===== src/tmscan_pkg.sv =====
`timescale 1ns / 1ps
// ----------------------------------------------------------------------------
// Template macro scanner package
// Character classes, event codes, character constants and the result word
// shared by the scanner.
// ----------------------------------------------------------------------------
package tmscan_pkg;

    localparam int CHAR_BITS  = 8;
    localparam int EVENT_BITS = 3;
    localparam int OUT_POS_BITS = 16;

    localparam logic [CHAR_BITS-1:0] CHAR_LBRACE = 8'h7B; // '{'
    localparam logic [CHAR_BITS-1:0] CHAR_RBRACE = 8'h7D; // '}'
    localparam logic [CHAR_BITS-1:0] CHAR_DOLLAR = 8'h24; // '$'
    localparam logic [CHAR_BITS-1:0] CHAR_LPAR   = 8'h28; // '('
    localparam logic [CHAR_BITS-1:0] CHAR_RPAR   = 8'h29; // ')'
    localparam logic [CHAR_BITS-1:0] CHAR_COMMA  = 8'h2C; // ','
    localparam logic [CHAR_BITS-1:0] CHAR_MINUS  = 8'h2D; // '-'

    typedef enum logic [EVENT_BITS-1:0] {
        EV_NONE   = 3'd0,
        EV_NAME   = 3'd1,
        EV_PARAM  = 3'd2,
        EV_PEND   = 3'd3,
        EV_FOUND  = 3'd4,
        EV_NOMORE = 3'd5
    } event_kind_t;

    typedef enum logic [3:0] {
        CL_OTHER,
        CL_ALPHA,
        CL_DIGIT,
        CL_MINUS,
        CL_COMMA,
        CL_LPAR,
        CL_RPAR,
        CL_LBRACE,
        CL_RBRACE,
        CL_DOLLAR
    } char_class_t;

    // One result word as it waits in the output or skid register.
    typedef struct packed {
        event_kind_t                kind;
        logic [CHAR_BITS-1:0]       char_val;
        logic [OUT_POS_BITS-1:0]    start_pos;
        logic [OUT_POS_BITS-1:0]    end_pos;
    } result_t;

    function automatic char_class_t classify(input logic [CHAR_BITS-1:0] c);
        char_class_t cl;
        if ((c >= 8'h41 && c <= 8'h5A) || (c >= 8'h61 && c <= 8'h7A))
            cl = CL_ALPHA;
        else if (c >= 8'h30 && c <= 8'h39)
            cl = CL_DIGIT;
        else if (c == CHAR_COMMA)
            cl = CL_COMMA;
        else if (c == CHAR_MINUS)
            cl = CL_MINUS;
        else if (c == CHAR_LPAR)
            cl = CL_LPAR;
        else if (c == CHAR_RPAR)
            cl = CL_RPAR;
        else if (c == CHAR_LBRACE)
            cl = CL_LBRACE;
        else if (c == CHAR_RBRACE)
            cl = CL_RBRACE;
        else if (c == CHAR_DOLLAR)
            cl = CL_DOLLAR;
        else
            cl = CL_OTHER;
        return cl;
    endfunction

endpackage


===== src/template_macro_scanner.sv =====
`timescale 1ns / 1ps
// ----------------------------------------------------------------------------
// Template macro scanner
// Finds {$name} and {$name(p1,p2,...)} macros in a streamed text and gives
// one event word for every character of the text.
// ----------------------------------------------------------------------------
//
// Usage:
//   The text channel (text_valid / text_stall) carries one character per
//   word, with text_last set on the final character of a text. The event
//   channel (event_valid / event_stall) returns exactly one event word for
//   every character accepted, in order.
//   Each event is registered in the output register, or in the skid
//   register while the receiver stalls. Throughput is one character per
//   cycle while the receiver does not stall; the classifier and the scan
//   state step lie between text port and output register; nothing iterates.
//   When the receiver stalls, the waiting event stays in the output register
//   and one further character is still taken into a skid register; only
//   then is text_stall raised, and it drops once the receiver moves again.
//   Reset clears the scan state, the position counters and both valid
//   flags, so no event is presented after reset. After the last character
//   of a text the scan state and positions return to their reset values.
//   Positions count from zero at the first character and saturate at the
//   top of the POS_BITS counter; the low 16 bits are reported.
//
module template_macro_scanner #(
    parameter int POS_BITS = 16
) (
    input  logic                                  clk,
    input  logic                                  rst_n,

    input  logic                                  text_valid,
    output logic                                  text_stall,
    input  logic [tmscan_pkg::CHAR_BITS-1:0]      text_char,
    input  logic                                  text_last,

    output logic                                  event_valid,
    input  logic                                  event_stall,
    output logic [tmscan_pkg::EVENT_BITS-1:0]     event_kind,
    output logic [tmscan_pkg::CHAR_BITS-1:0]      char_out,
    output logic [tmscan_pkg::OUT_POS_BITS-1:0]   macro_start_pos,
    output logic [tmscan_pkg::OUT_POS_BITS-1:0]   macro_end_pos
);

    import tmscan_pkg::*;

    // Scan states: outside a macro, just after '{', in the name, in the
    // parameter list, and after the closing ')'.
    typedef enum logic [2:0] {
        ST_IDLE  = 3'd0,
        ST_BRACE = 3'd1,
        ST_NAME  = 3'd2,
        ST_PARAM = 3'd3,
        ST_CLOSE = 3'd4
    } scan_state_t;

    scan_state_t          state_reg, state_next;
    logic [POS_BITS-1:0]  text_position_reg, text_position_next;
    logic [POS_BITS-1:0]  brace_position_reg, brace_position_next;

    result_t              out_reg, skid_reg, result_next;
    logic                 out_valid_reg, skid_valid_reg;

    logic                 accept;
    logic                 out_take;
    char_class_t          cl;
    logic [31:0]          brace_pos_wide;
    logic [31:0]          text_pos_wide;

    assign accept   = text_valid && !text_stall;
    assign out_take = out_valid_reg && !event_stall;
    assign cl       = classify(text_char);

    // The skid register is the only thing that can hold the text side back.
    assign text_stall = skid_valid_reg;

    assign brace_pos_wide = 32'(brace_position_reg);
    assign text_pos_wide  = 32'(text_position_reg);

    // Scan state step and event for the character at the text port.
    always_comb
    begin
        state_next          = state_reg;
        brace_position_next = brace_position_reg;
        result_next.kind      = EV_NONE;
        result_next.char_val  = '0;
        result_next.start_pos = '0;
        result_next.end_pos   = '0;

        unique case (state_reg)
            ST_BRACE:
            begin
                // A brace not followed directly by '$' is dropped.
                state_next = (cl == CL_DOLLAR) ? ST_NAME : ST_IDLE;
            end
            ST_NAME:
            begin
                if (cl == CL_ALPHA || cl == CL_DIGIT || cl == CL_MINUS ||
                    cl == CL_OTHER)
                begin
                    result_next.kind     = EV_NAME;
                    result_next.char_val = text_char;
                end
                else if (cl == CL_LPAR)
                begin
                    state_next = ST_PARAM;
                end
                else if (cl == CL_RBRACE)
                begin
                    result_next.kind      = EV_FOUND;
                    result_next.start_pos = brace_pos_wide[OUT_POS_BITS-1:0];
                    result_next.end_pos   = text_pos_wide[OUT_POS_BITS-1:0];
                    state_next            = ST_IDLE;
                end
            end
            ST_PARAM:
            begin
                if (cl == CL_ALPHA || cl == CL_DIGIT || cl == CL_MINUS)
                begin
                    result_next.kind     = EV_PARAM;
                    result_next.char_val = text_char;
                end
                else if (cl == CL_COMMA)
                begin
                    result_next.kind = EV_PEND;
                end
                else if (cl == CL_RPAR)
                begin
                    result_next.kind = EV_PEND;
                    state_next       = ST_CLOSE;
                end
            end
            ST_CLOSE:
            begin
                if (cl == CL_RBRACE)
                begin
                    result_next.kind      = EV_FOUND;
                    result_next.start_pos = brace_pos_wide[OUT_POS_BITS-1:0];
                    result_next.end_pos   = text_pos_wide[OUT_POS_BITS-1:0];
                    state_next            = ST_IDLE;
                end
            end
            default:
            begin
                if (cl == CL_LBRACE)
                begin
                    brace_position_next = text_position_reg;
                    state_next          = ST_BRACE;
                end
                else
                begin
                    state_next = ST_IDLE;
                end
            end
        endcase

        // Saturating position counter.
        if (text_position_reg != {POS_BITS{1'b1}})
            text_position_next = text_position_reg + POS_BITS'(1);
        else
            text_position_next = text_position_reg;

        // The last character ends the text: unless it completes a macro it
        // reports that no further macro follows, and all state goes back.
        if (text_last)
        begin
            if (result_next.kind != EV_FOUND)
            begin
                result_next.kind      = EV_NOMORE;
                result_next.char_val  = '0;
                result_next.start_pos = '0;
                result_next.end_pos   = '0;
            end
            state_next          = ST_IDLE;
            text_position_next  = '0;
            brace_position_next = '0;
        end
    end

    // Scan state and control of the output and skid registers.
    always_ff @(posedge clk or negedge rst_n)
    begin
        if (!rst_n)
        begin
            state_reg          <= ST_IDLE;
            text_position_reg  <= '0;
            brace_position_reg <= '0;
            out_valid_reg      <= 1'b0;
            skid_valid_reg     <= 1'b0;
        end
        else
        begin
            if (accept)
            begin
                state_reg          <= state_next;
                text_position_reg  <= text_position_next;
                brace_position_reg <= brace_position_next;
            end

            if (!out_valid_reg || out_take)
            begin
                if (skid_valid_reg)
                begin
                    out_valid_reg  <= 1'b1;
                    skid_valid_reg <= 1'b0;
                end
                else
                begin
                    out_valid_reg <= accept;
                end
            end
            else if (accept)
            begin
                skid_valid_reg <= 1'b1;
            end
        end
    end

    // Payload registers follow the same routing and need no reset.
    always_ff @(posedge clk)
    begin
        if (!out_valid_reg || out_take)
        begin
            if (skid_valid_reg)
                out_reg <= skid_reg;
            else if (accept)
                out_reg <= result_next;
        end
        else if (accept)
        begin
            skid_reg <= result_next;
        end
    end

    assign event_valid     = out_valid_reg;
    assign event_kind      = out_reg.kind;
    assign char_out        = out_reg.char_val;
    assign macro_start_pos = out_reg.start_pos;
    assign macro_end_pos   = out_reg.end_pos;

    // The skid register only fills behind a waiting output word.
    assert property (@(posedge clk) disable iff (!rst_n)
        skid_valid_reg |-> out_valid_reg)
        else $error("skid register holds a word with no word in the output register");

    // A text always ends with the scanner back outside any macro at zero.
    assert property (@(posedge clk) disable iff (!rst_n)
        (accept && text_last) |=> (state_reg == ST_IDLE && text_position_reg == '0 &&
                                   brace_position_reg == '0))
        else $error("scan state not cleared after the last character");

    // Positions are only reported with a found macro.
    assert property (@(posedge clk) disable iff (!rst_n)
        (event_valid && event_kind != EV_FOUND) |->
            (macro_start_pos == '0 && macro_end_pos == '0))
        else $error("macro positions reported without a found macro");

    // A character is only reported with name or parameter events.
    assert property (@(posedge clk) disable iff (!rst_n)
        (event_valid && event_kind != EV_NAME && event_kind != EV_PARAM) |->
            (char_out == '0))
        else $error("character reported with an event that carries none");

endmodule

===== config.mk =====
export PLATFORM = sky130hd
export DESIGN_NAME = template_macro_scanner
export DESIGN_NICKNAME = d
export VERILOG_FILES = /design/src/tmscan_pkg.sv /design/src/template_macro_scanner.sv
export SDC_FILE = /design/constraint.sdc
export NUM_CORES = 1
export LEC_CHECK = 0
export ABC_AREA = 0
export ABC_CLOCK_PERIOD_IN_PS = 5400
export BUFFER_PORTS_ARGS = -buffer_cell sky130_fd_sc_hd__buf_4
export CORE_MARGIN = 10
export CORE_UTILIZATION = 59
export DETAILED_ROUTE_END_ITERATION = 12
export HOLD_SLACK_MARGIN = 0.06
export PLACE_DENSITY = 0.85
export SKIP_CTS_REPAIR_TIMING = 1
export SLEW_MARGIN = 20
export SYNTH_ARGS = -nofsm -noshare
export SYNTH_HDL_FRONTEND = slang
export SYNTH_SLANG_ARGS = --single-unit

===== constraint.sdc =====
create_clock -name clk -period 5.4 [get_ports clk]
set_input_delay 1.08 -clock clk [delete_from_list [all_inputs] [get_ports clk]]
set_output_delay 1.08 -clock clk [all_outputs]
set_load 0.02 [all_outputs]

* Word-level counts from Yosys, hierarchy flattened
Index checks and enable logic that the tools add are counted.
** Operators by class
- Add/sub/neg operators :: 1
- Order comparisons :: 6
- Equal/unequal tests :: 27
- Multiplexer cells :: 45
- Bitwise gates (word level) :: 1
- Reductions and logical operators :: 24
** Operators with widths (number)
- 43-bit 2-to-1 mux :: 4
- 32-bit 2-to-1 mux :: 3
- 16-bit 2-to-1 mux :: 5
- 32-bit case mux with 2 select lines :: 1
- 8-bit by 6-bit equality test with 1-bit output, second input constant :: 5
- 3-bit 2-to-1 mux :: 12
- 4-bit 2-to-1 mux :: 9
- 16-bit by 1-bit adder with 16-bit output, second input constant :: 1
- 4-bit by 3-bit equality test with 1-bit output, second input constant :: 4
- 8-bit by 7-bit equality test with 1-bit output, second input constant :: 2
- 8-bit by 7-bit greater-or-equal comparator with 1-bit output, second input constant :: 2
- 8-bit by 7-bit less-or-equal comparator with 1-bit output, second input constant :: 2
- 8-bit 2-to-1 mux :: 2
- 16-bit != test, second input constant :: 1
- 8-bit case mux with 2 select lines :: 1
- 3-bit != test, second input constant :: 5
- 3-bit case mux with 4 select lines :: 1
- 3-bit case mux with 3 select lines :: 1
- 4-bit by 2-bit equality test with 1-bit output, second input constant :: 2
- 4-bit equality test, second input constant :: 2
- 8-bit by 6-bit greater-or-equal comparator with 1-bit output, second input constant :: 1
- 8-bit by 6-bit less-or-equal comparator with 1-bit output, second input constant :: 1
- 2-bit nonzero test :: 4
- 3-bit by 2-bit equality test with 1-bit output, second input constant :: 2
- other kinds (15) :: 31
** Storage, ports and cells
- Register bits after elaboration :: 123
- Input bits :: 13
- Output and inout bits :: 45
- Word-level logic and storage cells :: 117

* Longest topological paths before layout
- Depth after elaboration :: 21
- Mapped depth :: 7
- Mapped depth without buffers :: 6

* Worst setup path after synthesis
Ideal clock, no wire load.
- Kind :: flip-flop to flip-flop
- Start point :: register skid_valid_reg, in the netlist text_stall
- End point :: register out_reg (netlist bit char_out[0]), enable pin
- Setup time :: 458 ps
- Arrival time :: 3615 ps
- Required time :: 4942 ps
- Setup slack :: 1327 ps
- Stages on the path, launching flop included :: 6
- Buffers on the path :: 3
- Clock period less this slack :: 4073 ps
- Cells stage by stage :: dfrtp_1 -> clkbuf_1 -> buf_1 -> clkbuf_1 -> nor2_1 -> a21oi_1
** Between the ends
- Longest elaborated chain between the ends :: 4
** RTL lines
- start, declared :: line template_macro_scanner.sv:62 : logic out_valid_reg, skid_valid_reg;
- start signal, assigned :: line template_macro_scanner.sv:189 : skid_valid_reg <= 1'b0;
- start signal, assigned :: line template_macro_scanner.sv:205 : skid_valid_reg <= 1'b0;
- start signal, assigned :: line template_macro_scanner.sv:214 : skid_valid_reg <= 1'b1;
- 1-bit zero test :: line template_macro_scanner.sv:70 : assign accept = text_valid && !text_stall;
- 1-bit logical AND :: line template_macro_scanner.sv:70
- 2-bit nonzero test (no line) (*)
- 2-bit AND reduction (no line) (*)
- end signal, assigned :: line template_macro_scanner.sv:225 : out_reg <= skid_reg;
- end signal, assigned :: line template_macro_scanner.sv:227 : out_reg <= result_next;
- end, declared :: line template_macro_scanner.sv:61 : result_t out_reg, skid_reg, result_next;
Mark *: on every way between the ends. The rest lies on a longest branch, timed or not.
A chain may end at the register's enable or synchronous reset.

* Final worst setup path
- Start point :: input port text_char[1] in the netlist's numbering
- End point :: register brace_position_reg[3]
** Between the ends
- Longest elaborated chain between the ends :: 13
- Elaborated cells between the ends (all ways) :: 29
- Those cells by class :: order compare: 6; eq/ne: 8; mux: 9; reduce/logical: 6
** RTL lines
- start, declared :: line template_macro_scanner.sv:34 : input logic [tmscan_pkg::CHAR_BITS-1:0] text_char,
- 8-bit by 6-bit equality test with 1-bit output :: line tmscan_pkg.sv:69 : else if (c == CHAR_DOLLAR)
- 4-bit 2-to-1 mux :: line tmscan_pkg.sv:69
- 4-bit 2-to-1 mux :: line tmscan_pkg.sv:67 : else if (c == CHAR_RBRACE)
- 4-bit 2-to-1 mux :: line tmscan_pkg.sv:65 : else if (c == CHAR_LBRACE)
- 4-bit 2-to-1 mux :: line tmscan_pkg.sv:63 : else if (c == CHAR_RPAR)
- 4-bit 2-to-1 mux :: line tmscan_pkg.sv:61 : else if (c == CHAR_LPAR)
- 4-bit 2-to-1 mux :: line tmscan_pkg.sv:59 : else if (c == CHAR_MINUS)
- 4-bit 2-to-1 mux :: line tmscan_pkg.sv:57 : else if (c == CHAR_COMMA)
- 4-bit 2-to-1 mux :: line tmscan_pkg.sv:55 : else if (c >= 8'h30 && c <= 8'h39)
- 4-bit 2-to-1 mux (*) :: line tmscan_pkg.sv:53 : if ((c >= 8'h41 && c <= 8'h5A) || (c >= 8'h61 && c <= 8'h7A))
- 4-bit by 3-bit equality test with 1-bit output (*) :: line template_macro_scanner.sv:145 : if (cl == CL_LBRACE)
- 2-bit nonzero test (no line) (*)
- 3-bit AND reduction (no line) (*)
- end signal, assigned :: line template_macro_scanner.sv:197 : brace_position_reg <= brace_position_next;
- end, declared :: line template_macro_scanner.sv:59 : logic [POS_BITS-1:0] brace_position_reg, brace_position_next;
Marks and branches as above.

==> results.py <==
metrics = {
    "floorplanning": {
        "rows": 35,
        "die_w_um": 117,
        "die_h_um": 117,
        "initial_core_util_pct": 60.5,
        "ioPinCount": 58,
        "core_um2": 9200,
        "die_area_um2": 13700,
    },
    "place": {
        "routabilityCongestion": 0.951,
        "place_hpwl_mm": 7.06,
        "placed_cells": 564,
        "io_buffers": 57,
    },
    "final_layout": {
        "fin_nets": 486,
        "drive_above_1_share_pct": 29.5,
        "area_growth_pct": 20.5,
        "finalNonFillerCells": 596,
        "largest_register_ffs": 43,
        "antenna_cells": 0,
    },
    "sta": {
        "period_share_pct": 49.3,
        "worst_slew_pin_slew_ps": 891,
        "skew_ps": 6.94,
        "rsz0062_at_grt": "false",
        "slew_violations": 0,
        "finalCriticalPeriod_ps": 2660,
        "clock.fmax_mhz": 375,
        "setup_viol": 0,
        "slew_headroom_pct": 40.1,
        "hold_viol_final": 0,
        "fin_tns_setup_ps": 0,
    },
    "global_routing": {
        "antenna_found_initial": 0,
        "grt_max_degree": 53,
        "overflow": 0,
        "track_usage_pct": 17.1,
        "grt_pass1_vias": 3561,
        "grt_pass1_wl_mm": 18.1,
    },
    "route": {
        "vias_per_cell": 6.04,
        "drc": 0,
        "wl_mm": 11.0,
        "postRouteAntennaNets": 0,
        "vias": 3599,
        "dr.pass1.iters": 5,
        "wl_per_cell_um": 18.4,
        "dr.first_iter.drc_count": 325,
    },
    "clock_tree": {
        "insertion_delay_ps": 520,
        "htreeDepth": 4,
        "cts_made_buffers": 17,
        "cts.root.buffer_cell": "clkbuf_8",
        "cts_tree": "yes",
        "numClockSinks": 123,
        "cts.clk_slew.worst_paths_ps": 60,
        "clockBufferDepth": 2,
    },
    "logic_synthesis": {
        "yosysTopAreaCellShare_pct": 46.4,
        "synth_fp_nets": 429,
        "synth_top_flop_cell": "edfxtp_1",
        "ys_types": 55,
        "seq_area_frac_synth_pct": 63.1,
        "synth.top_cells.by_count": "edfxtp_1, and2_1, dfrtp_1",
        "netlist.top_cell.by_area": "edfxtp_1",
        "avgSynthCellArea_um2": 13.4,
        "yosysWarnings": 0,
        "synth_area_leaders": "edfxtp_1, dfrtp_1, mux2_2",
        "ys_ff_latch": 123,
        "syn_inst": 415,
        "async_flop_share_pct": 30.1,
        "yosysMostFrequentCell": "edfxtp_1",
        "synth.cell_area_um2": 5560,
        "synth_edf_count": 86,
    },
    "worst_setup_path": {
        "arrival_ps": 3110,
        "cp_max_fo": 16,
        "worst_setup_path_start_kind": "primary input",
        "crit_slowest_cell": "nor4_4",
        "endpoint_kind": "register",
        "critical_path_class": "in -> reg",
        "cp.required_ps": 5850,
        "cpPeakStageDelay_ps": 800,
        "crit_chain": "buf_4 -> or4b_1 -> a21o_1 -> nor4_4 -> a22o_1",
    },
    "power_and_ir_drop": {
        "p_leak_nw": 2.60,
        "cellPowerDensity_nw_per_um2": 364,
        "ir_worst_vdd_mv": 0.200,
    },
    "flow_run": {
        "drv_cap": 0,
    },
    "run_status": {
        "outcome": "finished, final reports clean",
    },
    "min_path": {
        "hp-class": "reg -> reg",
    },
}
==> through the flow <==
| step | power [mW] | area (µm²) | util [%] | hold slack, ps | setup slack, ps |
|---|---|---|---|---|---|
| 2_1_floorplan | 1.23 | 5560 | - | 464 | 1330 |
| 3_3_place_gp | 1.30 | 6070 | 66.0 | 483 | 2360 |
| 3_5_place_dp | 1.31 | 6090 | 66.2 | 488 | 2260 |
| 4_1_cts | 2.46 | 6700 | 72.9 | 501 | 2760 |
| 5_1_grt | 2.52 | 6700 | 72.9 | 519 | 2630 |
| 6_report | 2.44 | 6700 | 72.9 | 497 | 2740 |
==> final cells by class <==
type / count / area, µm²
flip-flops and latches: 123 / 3510
fillers: 592 / 2490
multi-input cells: 259 / 1930
repair buffers: 62 / 478
clock buffers: 18 / 428
clock inverters: 14 / 183
well taps: 111 / 139
inverters: 9 / 33.8
==> routing by layer <==
metal | wire [µm] | vias to the layer above | GRT usage (%)
li1 | - | 1677 | -
met1 | 4750 | 1789 | 21.5
met2 | 5450 | 119 | 27.6
met3 | 610 | 14 | 4.64
met4 | 183 | 0 | 6.67
met5 | 0 | - | 0
==> kinds of logic after synthesis <==
logic type      count (synthesis)  share of synthesized area, %
flops                         123                          63.1
simple gates                  140                          14.8
mux                            35                          7.06
xor+xnor                       13                          2.05
fa+ha+maj                       1                         0.225
buf+inv                        33                          2.72
compound gates                 70                          10.1
==> worst max-delay path, delay by kind of cell <==
kind | cells | cell delay, ps
compound gates | 2 | 520
buf+inv | 1 | 160
simple gates | 2 | 1350
==> worst paths after layout <==
check	endpoint	slack (ps)	start	depth (start not counted)
max	brace_position_reg[3]$_DFFE_PN0P_	2740	text_char[1]	5
min	brace_position_reg[7]$_DFFE_PN0P_	500	brace_position_reg[7]$_DFFE_PN0P_	1
max reg2reg	text_position_reg[13]$_DFFE_PN0P_	3160	text_stall$_DFFE_PN0P_	5
min reg2reg	brace_position_reg[7]$_DFFE_PN0P_	500	brace_position_reg[7]$_DFFE_PN0P_	1
max in group asynchronous	text_stall$_DFFE_PN0P_	4520	rst_n	1
min in group asynchronous	brace_position_reg[13]$_DFFE_PN0P_	520	rst_n	1
==> power breakdown <==
group / total [mW] / internal, mW / switching (mW)
Clock: 1.15 / 0.725 / 0.425
Combinational: 0.201 / 0.0794 / 0.122
Sequential: 1.09 / 1.06 / 0.0270
==> cell usage in the layout, fill, tap and decap left out, types with 3 or more instances in the layout <==
| cell | synthesis | layout |
|---|---|---|
| a211o_1 | 3 | 3 |
| a211oi_1 | 5 | 5 |
| a21oi_1 | 6 | 5 |
| a22o_1 | 25 | 25 |
| a31oi_1 | 5 | 5 |
| and2_1 | 42 | 42 |
| buf_4 | 0 | 61 |
| bufinv_16 | 0 | 3 |
| clkbuf_16 | 0 | 16 |
| clkinv_4 | 0 | 5 |
| dfrtp_1 | 37 | 36 |
| edfxtp_1 | 86 | 86 |
| inv_1 | 9 | 9 |
| inv_6 | 0 | 5 |
| mux2_2 | 34 | 34 |
| nand2_1 | 21 | 21 |
| nand2b_1 | 7 | 7 |
| nand3_1 | 5 | 5 |
| nand4b_1 | 4 | 4 |
| nor2_1 | 24 | 23 |
| nor2b_1 | 8 | 8 |
| nor4_1 | 6 | 6 |
| o21ai_0 | 4 | 4 |
| or3_1 | 3 | 3 |
| or4_1 | 4 | 4 |
| xnor2_1 | 12 | 12 |
(Power assumes the default switching activity.)
